[config.mk]
export PLATFORM = sky130hd
export DESIGN_NAME = fixed_point_affine_matrix_engine
export DESIGN_NICKNAME = d
export VERILOG_FILES = /design/src/rtl/core/fpame_pkg.sv /design/src/rtl/core/fpame_mac.sv /design/src/rtl/core/fixed_point_affine_matrix_engine.sv
export SDC_FILE = /design/constraint.sdc
export NUM_CORES = 2
export LEC_CHECK = 0
export BUFFER_PORTS_ARGS = -buffer_cell sky130_fd_sc_hd__buf_2
export CORE_ASPECT_RATIO = 1.4
export CORE_MARGIN = 2
export CORE_UTILIZATION = 45
export DETAILED_ROUTE_END_ITERATION = 10
export HOLD_SLACK_MARGIN = 0.15
export PLACE_DENSITY = 0.58
export SYNTH_ARGS = -nofsm -noshare
export SYNTH_HDL_FRONTEND = slang
export SYNTH_HIERARCHICAL = 1
export SYNTH_SLANG_ARGS = --single-unit
[constraint.sdc]
create_clock -name clock -period 11.17 [get_ports clock]
set_input_delay 0.5585 -clock clock [delete_from_list [all_inputs] [get_ports clock]]
set_output_delay 0.5585 -clock clock [all_outputs]
set_load 0.01 [all_outputs]
[src/rtl/core/fpame_pkg.sv]
// Shared types, codes and constants of the fixed-point affine matrix engine.
`default_nettype none

package fpame_pkg;

   localparam int FRAC_BITS_DEFAULT = 16;
   localparam int WORD_BITS_DEFAULT = 32;
   localparam int MUL_MAX_BITS      = 32;
   localparam int MATRIX_DIM        = 4;
   localparam int MATRIX_SIZE       = 16;

   // Multiplier passes per product: split the right-hand operand once words pass 32 bits.
   function automatic int mul_chunks(input int word_bits);
      return (word_bits > MUL_MAX_BITS) ? 2 : 1;
   endfunction

   typedef enum logic [1:0] {
      KIND_IDENTITY = 2'd0,
      KIND_LOAD     = 2'd1,
      KIND_POINT    = 2'd2,
      KIND_UNUSED   = 2'd3
   } kind_type;

   typedef enum logic [2:0] {
      SQ_IDLE,
      SQ_RUN,
      SQ_DRAIN,
      SQ_TAKE,
      SQ_PUSH
   } state_type;

   typedef struct packed {
      logic [1:0]        kind;
      logic [3:0]        position;
      logic signed [31:0] value;
      logic signed [31:0] x;
      logic signed [31:0] y;
      logic signed [31:0] z;
   } req_type;

   typedef struct packed {
      logic signed [31:0] out_x;
      logic signed [31:0] out_y;
      logic signed [31:0] out_z;
      logic signed [31:0] out_w;
      logic               saturated;
   } rsp_type;

   typedef struct packed {
      logic clear;
      logic issue;
      logic bypass;
      logic chunk;
   } mac_ctl_type;

endpackage

`default_nettype wire

[src/rtl/core/fpame_mac.sv]
// Shared multiply-accumulate unit with floor scaling and saturation.
`default_nettype none

module fpame_mac #(
   parameter int FRAC_BITS = fpame_pkg::FRAC_BITS_DEFAULT,
   parameter int WORD_BITS = fpame_pkg::WORD_BITS_DEFAULT
) (
   input  logic                        clock,
   input  logic                        reset,
   input  fpame_pkg::mac_ctl_type      ctl,
   input  logic signed [WORD_BITS-1:0] a_word,
   input  logic signed [WORD_BITS-1:0] b_word,
   output logic signed [WORD_BITS-1:0] res_word,
   output logic                        res_sat
);
   import fpame_pkg::*;

   localparam int CHUNKS     = mul_chunks(WORD_BITS);
   localparam int CHUNK_BITS = (WORD_BITS + CHUNKS - 1) / CHUNKS;
   localparam int EXT_BITS   = CHUNKS * CHUNK_BITS;
   localparam int PROD_BITS  = WORD_BITS + CHUNK_BITS + 1;
   localparam int ACC_BITS   =
      ((2 * WORD_BITS > WORD_BITS + FRAC_BITS) ? 2 * WORD_BITS : WORD_BITS + FRAC_BITS) + 2;
   localparam logic signed [WORD_BITS-1:0] WORD_MAX = {1'b0, {(WORD_BITS-1){1'b1}}};
   localparam logic signed [WORD_BITS-1:0] WORD_MIN = {1'b1, {(WORD_BITS-1){1'b0}}};

   logic signed [EXT_BITS-1:0]   b_ext;
   logic        [CHUNK_BITS-1:0] b_slice;
   logic                         top_chunk;
   logic signed [CHUNK_BITS:0]   b_part;
   logic signed [PROD_BITS-1:0]  prod;
   logic signed [ACC_BITS-1:0]   term_in;
   logic signed [ACC_BITS-1:0]   term_ff;
   logic                         term_valid_ff;
   logic signed [ACC_BITS-1:0]   acc_in;
   logic signed [ACC_BITS-1:0]   acc_ff;
   logic signed [ACC_BITS-1:0]   shifted;
   logic [ACC_BITS-WORD_BITS:0]  high_bits;
   logic                         fits;

   always_comb begin
      b_ext     = EXT_BITS'(b_word);
      b_slice   = b_ext[ctl.chunk*CHUNK_BITS +: CHUNK_BITS];
      top_chunk = (int'(ctl.chunk) == CHUNKS - 1);
      // only the top slice carries the sign; lower slices are unsigned
      b_part    = {top_chunk & b_slice[CHUNK_BITS-1], b_slice};
      prod      = a_word * b_part;
      if (ctl.bypass) begin
         term_in = ctl.chunk ? '0 : (ACC_BITS'(a_word) <<< FRAC_BITS);
      end else begin
         term_in = ACC_BITS'(prod) <<< (ctl.chunk * CHUNK_BITS);
      end
   end

   always_comb begin
      if (ctl.clear) begin
         acc_in = '0;
      end else if (term_valid_ff) begin
         acc_in = acc_ff + term_ff;
      end else begin
         acc_in = acc_ff;
      end
   end

   always_ff @(posedge clock) begin
      if (reset) begin
         term_valid_ff <= 1'b0;
      end else begin
         term_valid_ff <= ctl.issue;
      end
   end

   always_ff @(posedge clock) begin
      term_ff <= term_in;
      acc_ff  <= acc_in;
   end

   // floor shift, then saturate when the bits above the word are not all sign
   always_comb begin
      shifted   = acc_ff >>> FRAC_BITS;
      high_bits = shifted[ACC_BITS-1:WORD_BITS-1];
      fits      = (&high_bits) | ~(|high_bits);
      res_sat   = ~fits;
      if (fits) begin
         res_word = shifted[WORD_BITS-1:0];
      end else begin
         res_word = acc_ff[ACC_BITS-1] ? WORD_MIN : WORD_MAX;
      end
   end

endmodule

`default_nettype wire

[src/rtl/core/fixed_point_affine_matrix_engine.sv]
// Top level of the fixed-point 4x4 affine matrix engine.
// Holds a column-major 4x4 transform matrix in signed fixed point (FRAC_BITS fraction
// bits in WORD_BITS-bit words). An identity item and a load item at positions 0 to 14
// are taken while idle and leave the block idle. A load at position 15 multiplies the
// matrix by the operand on one shared multiply-accumulate unit, element by element for
// all 16 elements, each product in one pass for WORD_BITS up to 32 and in two above. A
// transform item computes its four rows in turn, then waits to register its result
// while the previous result is still held. The block takes no item while a multiply
// or transform runs. Sums are exact, floored by FRAC_BITS and saturated; the sticky
// flag is cleared only by an identity item or a reset.
`default_nettype none

module fixed_point_affine_matrix_engine #(
   parameter int FRAC_BITS = fpame_pkg::FRAC_BITS_DEFAULT,
   parameter int WORD_BITS = fpame_pkg::WORD_BITS_DEFAULT
) (
   input  logic               clock,
   input  logic               reset,
   input  logic               req_valid,
   output logic               req_ready,
   input  fpame_pkg::req_type req_data,
   output logic               rsp_valid,
   input  logic               rsp_ready,
   output fpame_pkg::rsp_type rsp_data
);
   import fpame_pkg::*;

   localparam int         CHUNKS     = mul_chunks(WORD_BITS);
   localparam logic       LAST_CHUNK = 1'(CHUNKS - 1);
   localparam logic [1:0] LAST_K     = 2'(MATRIX_DIM - 1);
   localparam logic [3:0] LAST_POS   = 4'(MATRIX_SIZE - 1);
   localparam logic [3:0] LAST_ROW   = 4'(MATRIX_DIM - 1);
   localparam logic signed [WORD_BITS-1:0] WORD_MAX = {1'b0, {(WORD_BITS-1){1'b1}}};
   localparam logic signed [WORD_BITS-1:0] DIAG_ONE =
      (FRAC_BITS >= WORD_BITS - 1) ? WORD_MAX : WORD_BITS'(64'sd1 <<< FRAC_BITS);

   state_type                   state_ff, state_in;
   logic [3:0]                  elem_ff, elem_in;
   logic [1:0]                  k_ff, k_in;
   logic                        chunk_ff, chunk_in;
   logic                        mult_ff, mult_in;
   logic                        take;
   logic                        push;
   logic                        accept;
   mac_ctl_type                 mac_ctl;

   logic signed [WORD_BITS-1:0] mat_ff [MATRIX_SIZE];
   logic signed [WORD_BITS-1:0] op_ff  [MATRIX_SIZE];
   logic signed [WORD_BITS-1:0] tmp_ff [MATRIX_SIZE];
   logic signed [WORD_BITS-1:0] pt_ff  [MATRIX_DIM-1];
   logic                        sticky_ff;
   logic                        rsp_valid_ff;
   rsp_type                     rsp_ff;

   logic signed [WORD_BITS-1:0] a_word;
   logic signed [WORD_BITS-1:0] b_word;
   logic signed [WORD_BITS-1:0] res_word;
   logic                        res_sat;
   logic [3:0]                  last_elem;

   assign accept    = req_valid & req_ready;
   assign last_elem = mult_ff ? LAST_POS : LAST_ROW;
   assign rsp_valid = rsp_valid_ff;
   assign rsp_data  = rsp_ff;

   always_ff @(posedge clock) begin
      if (reset) begin
         state_ff <= SQ_IDLE;
         elem_ff  <= '0;
         k_ff     <= '0;
         chunk_ff <= 1'b0;
         mult_ff  <= 1'b0;
      end else begin
         state_ff <= state_in;
         elem_ff  <= elem_in;
         k_ff     <= k_in;
         chunk_ff <= chunk_in;
         mult_ff  <= mult_in;
      end
   end

   always_comb begin
      state_in       = state_ff;
      elem_in        = elem_ff;
      k_in           = k_ff;
      chunk_in       = chunk_ff;
      mult_in        = mult_ff;
      req_ready      = 1'b0;
      take           = 1'b0;
      push           = 1'b0;
      mac_ctl        = '0;
      unique case (state_ff)
         SQ_IDLE: begin
            req_ready = 1'b1;
            elem_in   = '0;
            k_in      = '0;
            chunk_in  = 1'b0;
            if (req_valid) begin
               if (req_data.kind == KIND_LOAD && req_data.position == LAST_POS) begin
                  mult_in  = 1'b1;
                  state_in = SQ_RUN;
               end else if (req_data.kind == KIND_POINT) begin
                  mult_in  = 1'b0;
                  state_in = SQ_RUN;
               end
            end
         end
         SQ_RUN: begin
            mac_ctl.issue  = 1'b1;
            mac_ctl.clear  = (k_ff == '0) && !chunk_ff;
            // last step of a transform row adds the translation column
            mac_ctl.bypass = !mult_ff && (k_ff == LAST_K);
            mac_ctl.chunk  = chunk_ff;
            if (chunk_ff == LAST_CHUNK) begin
               chunk_in = 1'b0;
               if (k_ff == LAST_K) begin
                  k_in     = '0;
                  state_in = SQ_DRAIN;
               end else begin
                  k_in = k_ff + 2'd1;
               end
            end else begin
               chunk_in = ~chunk_ff;
            end
         end
         SQ_DRAIN: begin
            state_in = SQ_TAKE;
         end
         SQ_TAKE: begin
            take = 1'b1;
            if (elem_ff == last_elem) begin
               state_in = mult_ff ? SQ_IDLE : SQ_PUSH;
            end else begin
               elem_in  = elem_ff + 4'd1;
               state_in = SQ_RUN;
            end
         end
         SQ_PUSH: begin
            if (!rsp_valid_ff || rsp_ready) begin
               push     = 1'b1;
               state_in = SQ_IDLE;
            end
         end
         default: begin
            state_in = SQ_IDLE;
         end
      endcase
   end

   // operand selection for the shared unit
   always_comb begin
      a_word = mat_ff[{k_ff, elem_ff[1:0]}];
      if (mult_ff) begin
         b_word = op_ff[{elem_ff[3:2], k_ff}];
      end else begin
         unique case (k_ff)
            2'd0:    b_word = pt_ff[0];
            2'd1:    b_word = pt_ff[1];
            2'd2:    b_word = pt_ff[2];
            default: b_word = '0;
         endcase
      end
   end

   fpame_mac #(
      .FRAC_BITS (FRAC_BITS),
      .WORD_BITS (WORD_BITS)
   ) u_mac (
      .clock    (clock),
      .reset    (reset),
      .ctl      (mac_ctl),
      .a_word   (a_word),
      .b_word   (b_word),
      .res_word (res_word),
      .res_sat  (res_sat)
   );

   // transform matrix and sticky flag
   always_ff @(posedge clock) begin
      if (reset) begin
         for (int i = 0; i < MATRIX_SIZE; i++) begin
            mat_ff[i] <= (4'(i) >> 2 == (4'(i) & 4'd3)) ? DIAG_ONE : '0;
         end
         sticky_ff <= 1'b0;
      end else begin
         if (accept && req_data.kind == KIND_IDENTITY) begin
            for (int i = 0; i < MATRIX_SIZE; i++) begin
               mat_ff[i] <= (4'(i) >> 2 == (4'(i) & 4'd3)) ? DIAG_ONE : '0;
            end
            sticky_ff <= 1'b0;
         end else if (take) begin
            sticky_ff <= sticky_ff | res_sat;
            // last product element: replace the whole matrix at once
            if (mult_ff && elem_ff == LAST_POS) begin
               for (int i = 0; i < MATRIX_SIZE - 1; i++) begin
                  mat_ff[i] <= tmp_ff[i];
               end
               mat_ff[MATRIX_SIZE-1] <= res_word;
            end
         end
      end
   end

   // operand, point and temporary stores
   always_ff @(posedge clock) begin
      if (accept && req_data.kind == KIND_LOAD) begin
         op_ff[req_data.position] <= WORD_BITS'(req_data.value);
      end
      if (accept && req_data.kind == KIND_POINT) begin
         pt_ff[0] <= WORD_BITS'(req_data.x);
         pt_ff[1] <= WORD_BITS'(req_data.y);
         pt_ff[2] <= WORD_BITS'(req_data.z);
      end
      if (take) begin
         tmp_ff[elem_ff] <= res_word;
      end
   end

   // result register
   always_ff @(posedge clock) begin
      if (reset) begin
         rsp_valid_ff <= 1'b0;
      end else if (push) begin
         rsp_valid_ff <= 1'b1;
      end else if (rsp_ready) begin
         rsp_valid_ff <= 1'b0;
      end
   end

   always_ff @(posedge clock) begin
      if (push) begin
         rsp_ff.out_x     <= 32'(tmp_ff[0]);
         rsp_ff.out_y     <= 32'(tmp_ff[1]);
         rsp_ff.out_z     <= 32'(tmp_ff[2]);
         rsp_ff.out_w     <= 32'(tmp_ff[3]);
         rsp_ff.saturated <= sticky_ff;
      end
   end

endmodule

`default_nettype wire
# Word-level counts from Yosys, hierarchy flattened

Memory sizes are Yosys's and may differ from the RTL's.
Cells that the tools add are included.

Add/subtract/negate cells: 3
Multipliers: 1
Equality and inequality tests: 18
Shift-type cells: 2
Multiplexer cells: 80
Bitwise gates (word level): 40
Reduce and logical (&&, ||, !) cells: 25

Operators by type and width:

| cell                  | count |
|---|---|
| $mux W32              | 35 |
| $mux W66              | 2 |
| $pmux W32 S3          | 1 |
| $add A66 B66 Y66      | 1 |
| $sshl A65 B6 Y66      | 1 |
| $mul A32 B33 Y65      | 1 |
| $or A1 B1 Y1          | 34 |
| $shiftx A32 B7 Y32    | 1 |
| $mux W1               | 25 |
| $mux W3               | 8 |
| $reduce_and A19 Y1    | 1 |
| $reduce_or A19 Y1     | 1 |
| $pmux W3 S5           | 1 |
| $mux W4               | 3 |
| $ne A2 B2 Y1 const B  | 5 |
| $eq A4 B4 Y1 const B  | 2 |
| $pmux W4 S2           | 1 |
| $reduce_bool A2 Y1    | 4 |
| $logic_and A1 B1 Y1   | 7 |
| $eq A2 B2 Y1 const B  | 3 |
| $eq A3 B2 Y1 const B  | 2 |
| $reduce_and A5 Y1     | 1 |
| $add A4 B1 Y4 const B | 1 |
| $eq A2 B1 Y1 const B  | 2 |
| 17 further kinds      | 26 |

Register bits: 275
RAM bits: 1632
Bits of input ports: 138
Output and inout bits: 131
Logic and storage cells: 188
Memories: 4

Memories:

| memory | depth | bits a word | rd ports | clocked after memory_dff | write ports | line                                   | source |
|---|---|---|---|---|---|---|---|
| mat_ff | 16    | 32          | 1        | 0                        | 16          | fixed_point_affine_matrix_engine.sv:47 | `logic signed [WORD_BITS-1:0] mat_ff [MATRIX_SIZE];` |
| op_ff  | 16    | 32          | 1        | 0                        | 1           | fixed_point_affine_matrix_engine.sv:48 | `logic signed [WORD_BITS-1:0] op_ff [MATRIX_SIZE];` |
| tmp_ff | 16    | 32          | 15       | 0                        | 1           | fixed_point_affine_matrix_engine.sv:49 | `logic signed [WORD_BITS-1:0] tmp_ff [MATRIX_SIZE];` |
| pt_ff  | 3     | 32          | 3        | 0                        | 3           | fixed_point_affine_matrix_engine.sv:50 | `logic signed [WORD_BITS-1:0] pt_ff [MATRIX_DIM-1];` |

# Longest topological paths before layout

Word-level depth: 9
Depth in mapped cells: 40
Mapped depth without buffers: 34

# Hierarchy

Netlist, hierarchy kept.

Modules (own cells, without submodules):

| module                           | instances | cells each | area each (sq um) | seq. area each (sq um) |
|---|---|---|---|---|
| fixed_point_affine_matrix_engine | 1         | 3330       | 64620.7           | 51839.7 |
| fpame_mac                        | 1         | 5020       | 45547.4           | 2662.6 |

# Worst setup path after synthesis

Ideal clock, no wire load.

Path kind: register to register
From: register k_ff[0]
To: register u_mac.term_ff[61]
Arrival: 9.153 ns
Data required time: 11.048 ns
Setup slack: 1.895 ns
Stages on the path, launching flop included: 38
Clock period less this slack: 9.275 ns
Cells stage by stage: dfxtp_1 -> clkbuf_1 -> buf_2 -> inv_1 -> ha_1 -> clkbuf_1 -> a222oi_1 -> o22ai_1 -> a21oi_1 -> o211ai_1 -> nor2b_1 -> clkbuf_1 -> nand2_1 -> inv_1 -> fa_1 -> inv_1 -> fa_1 -> inv_1 -> (+2 left out) -> inv_1 -> fa_1 -> inv_1 -> fa_1 -> inv_1 -> fa_1 -> inv_1 -> fa_1 -> ha_1 -> a21oi_1 -> o21bai_1 -> a21oi_1 -> nor2b_1 -> o21ai_0 -> nand2_1 -> a311oi_1 -> mux2_1 -> a221o_1

Word-level cells in the longest chain between the ends: 8
Elaborated cells on any way between the ends: 16

RTL lines:

| what                                                    | line                                    | source |
|---|---|---|
| start: declaration                                      | fixed_point_affine_matrix_engine.sv:39  | `logic [1:0] k_ff, k_in;` |
| start signal: assignment                                | fixed_point_affine_matrix_engine.sv:76  | `k_ff <= k_in;` |
| branches (longest 2 deep; another with $mem_v2 Z16 W32) | --                                      |  |
| $mux W32 (*)                                            | fixed_point_affine_matrix_engine.sv:153 | `if (mult_ff) begin` |
| via b_word[31]                                          | fixed_point_affine_matrix_engine.sv:56  | `logic signed [WORD_BITS-1:0] b_word;` |
| $shiftx A32 B7 Y32 (*)                                  | fpame_mac.sv:43                         | `b_slice = b_ext[ctl.chunk*CHUNK_BITS +: CHUNK_BITS];` |
| $and A1 B1 Y1                                           | fpame_mac.sv:46                         | `b_part = {top_chunk & b_slice[CHUNK_BITS-1], b_slice};` |
| $mul A32 B33 Y65 (*)                                    | fpame_mac.sv:47                         | `prod = a_word * b_part;` |
| $sshl A65 B6 Y66 (*)                                    | fpame_mac.sv:51                         | `term_in = ACC_BITS'(prod) <<< (ctl.chunk * CHUNK_BITS);` |
| $mux W66 (*)                                            | fpame_mac.sv:48                         | `if (ctl.bypass) begin` |
| via u_mac.term_in[61]                                   | fpame_mac.sv:32                         | `logic signed [ACC_BITS-1:0] term_in;` |
| end signal: assignment                                  | fpame_mac.sv:74                         | `term_ff <= term_in;` |
| end: declaration                                        | fpame_mac.sv:33                         | `logic signed [ACC_BITS-1:0] term_ff;` |

Mark *: on every way through the listed nets, which the timed path passes.
A chain may end at the register's enable or synchronous reset.

# Worst setup path in the final report

From: register k_ff[1]
To: register u_mac.term_ff[61]

Elaborated cells on any way between the ends: 16

RTL lines:

| what                                                    | line |
|---|---|
| branches (longest 2 deep; another with $mem_v2 Z16 W32) | -- |
| $mux W32 (*)                                            | fixed_point_affine_matrix_engine.sv:153 |
| via b_word[25]                                          | fixed_point_affine_matrix_engine.sv:56 |
| $shiftx A32 B7 Y32 (*)                                  | fpame_mac.sv:43 |
| $mul A32 B33 Y65 (*)                                    | fpame_mac.sv:47 |
| $sshl A65 B6 Y66 (*)                                    | fpame_mac.sv:51 |
| $mux W66 (*)                                            | fpame_mac.sv:48 |
| via u_mac.term_in[61]                                   | fpame_mac.sv:32 |

Marked as above.

==> reports/metrics.yaml <==
grt_antenna_before_repair: 14
final-hold-violation-count: 0
hold_end: "u_mac/term_valid_ff"
clk_latency_ns: 0.89
place_congestion: 0.925
synth_top_family_by_area: "adder cells"
synth.mux.area_fraction_pct: 5.55
io_pins: 269
grt_pass1_vias: 72600
hpwl_mm: 212
maxSlewHeadroom_pct: 13.9
final_antenna_net_count: 0
synth_cell_types: 92
yosysMostFrequentCell: "edfxtp_1"
syn_area_um2: 110000
crit_required_ns: 11.91
synth_compound_area_share_pct: 5.34
synth_fa_ha_area_share_pct: 23.0
rows: 214
drv_cap: 0
wl_mm: 301
root_buffer: "clkbuf_16"
synthFlopType: "edfxtp_1"
slowest_stage: "ha_2"
fillers: 20900
cts.repair.resized: 0
grt.met1_usage_pct: 30.0
ys_ff_latch: 1874
clkTransAtPathRegs_ns: 0.07
drc: 0
synth_warnings: 6
core_area_um2: 243000
synth_top_cell_by_area: "edfxtp_1"
io_buffer_count: 268
die_height_um: 589
grtUsageMet2_pct: 44.5
grt_usage_pct: 24.4
grt_max_degree: 258
skew_ns: 0.0966
vias: 67100
finalSetupTns_ns: 0
met3_usage_pct: 3.03
drt_iter0_markers: 4850
min-delay-start: "reset"
synth_edf_count: 1697
cp_max_fo: 29
p_per_area_nw_per_um2: 146
avgSynthCellArea_um2: 13.2
reg2reg_to: "u_mac/term_ff[61]"
min_path_cells: 3
drv_slew: 0
r2r_slack_ns: 0.53
clock_path_buffers: 4
final_layout_size_suffix_gt1_share_pct: 12.2
grt-ovfl-total: 0
grt_setup_unrepaired: "false"
viasPerCell: 5.56
fin_crit_sh_pct: 95.3
cp-start-kind: "flip-flop"
die_x_um: 422
outcome: "completed"
synthTopCellsByCount: "edfxtp_1, fa_1, inv_1"
hold_class: "input port to flip-flop"
cts.sinks: 1874
design_area_um2: 124000
cpPeakStageDelay_ns: 0.88
synth_top_area_share_pct: 46.3
numCtsBuffers: 185
yosys.area_share.xor_xnor_pct: 1.02
wl_per_cell_um: 24.9
ys_seq_area_share_pct: 49.5
cts_tree: "yes"
start_util_pct: 45.3
yosys-top-cells-area: "edfxtp_1, fa_1, inv_1"
worst_pin_slew_ns: 1.29
dr.pass1.iters: 7
ir_drop_mv: 0.188
power.leakage_nw: 50.7
crit_top_cell: "fa_1"
syn-instance-count: 8350
grt_pass1_wl_mm: 459
end_kind: "flip-flop"
grt.busiest_layer: "met2"
h-tree-depth: 4
timing.rr.start: "k_ff[1]"
period_needed_ns: 10.64
synth_simple_gate_area_share_pct: 10.4
dieArea_um2: 249000
async_flop_share_pct: 0
fmax_ghz: 0.0940
setup-violations-final: 0
place_area_um2: 116000
reg2reg_depth: 31
criticalPathCategory: "flip-flop to flip-flop"
arrival_ns: 11.38
area_delta_synth_final_pct: 12.2
nets: 10200
-- repair_timing --
item	in CTS	in global routing
hold buffers	131	0
buffers inserted	0	0
endpoints found under the hold margin	610	0
-- metrics by stage --
step | hold slack (ns) | instances | power, mW | worst slack [ns] | util (%)
2_1_floorplan | 0.409 | 8358 | 10.5 | 1.90 | -
3_3_place_gp | 0.425 | 11600 | 11.8 | 0.604 | 47.8
4_1_cts | 0.162 | 12100 | 18.2 | 0.517 | 50.8
5_1_grt | 0.202 | 12100 | 18.7 | 0.0119 | 50.8
3_5_place_dp | 0.425 | 11600 | 11.8 | 0.560 | 47.8
6_report | 0.214 | 12100 | 18.1 | 0.527 | 50.8
-- power breakdown --
group | internal (mW) | switching (mW) | total (mW) | leakage, nW
Combinational | 0.952 | 2.25 | 3.20 | 30.4
Clock | 3.64 | 2.68 | 6.32 | 2.95
Sequential | 8.37 | 0.151 | 8.53 | 17.4
Total | 13.0 | 5.08 | 18.1 | 50.7
-- state kept, by name, summed over array words and instances (netlist names) --
signal,flops
op_ff,512
elem_ff,4
tmp_ff,480
k_ff,2
sticky_ff,1
u_mac/term_ff,66
pt_ff,96
u_mac/term_valid_ff,1
rsp_data,129
rsp_valid,1
u_mac/acc_ff,66
state_ff,3
mult_ff,1
mat_ff,512
-- metal layers --
layer | share of wire (%) | wire (um)
met1 | 39 | 116000
met2 | 53 | 159000
met3 | 5.1 | 15400
met4 | 3.5 | 10400
met5 | 0.011 | 34
-- critical path: cells and delay by family, from the launching register on --
| family | cells | cell delay (ns) |
|---|---|---|
| adders and majority gates | 10 | 5.34 |
| AOI/OAI and AO/OA | 13 | 2.72 |
| and+or+nand+nor | 2 | 1.01 |
| buffers and inverters | 5 | 0.68 |
| DFF | 1 | 0.38 |
| muxes | 1 | 0.36 |
-- worst max-delay path by stage --
stage	slack [ns]	end	start
CTS	0.52	u_mac/term_ff[61]	k_ff[1]
finish	0.53	u_mac/term_ff[61]	k_ff[1]
floorplan	1.90	u_mac/term_ff[61]	k_ff[0]
detailed placement	0.56	u_mac/term_ff[61]	k_ff[1]
global placement	0.60	u_mac/term_ff[63]	elem_ff[0]
global route	0.01	u_mac/term_ff[60]	k_ff[1]
-- area by class of cell --
class	instances	area (um^2)	share of cell area, %
Antenna cell	3	7.51	0.00607
Timing Repair Buffer	647	4840	3.92
Clock inverter	103	1120	0.910
Sequential cell	1874	54500	44.1
Multi-Input combinational cell	4974	50300	40.7
Clock buffer	231	4920	3.98
Inverter	1000	3770	3.05
Tap cell	3240	4050	3.28
-- cell families after synthesis --
group           Yosys count
compound gates          870
buf+inv                1510
simple gates           2195
fa+ha+maj              1363
flops                  1874
other cells               1
mux                     409
xor+xnor                128
-- placed cells by master, fill, tap and decap left out, drive strengths merged, types with 53 or more instances in the layout --
cell type and n:
a21o 101, a21oi 255, a22oi 98, and2 516, and3 495, buf 516, clkbuf 231, clkinv 64
dfxtp 177, dlygate4sd3 131, edfxtp 1697, fa 1105, ha 258, inv 1006, mux2i 246, mux4 161
nand2 678, nand3 65, nor2 219, nor2b 53, o21ai 90, xnor2 84
No activity file was read; power rests on OpenSTA's default activity.
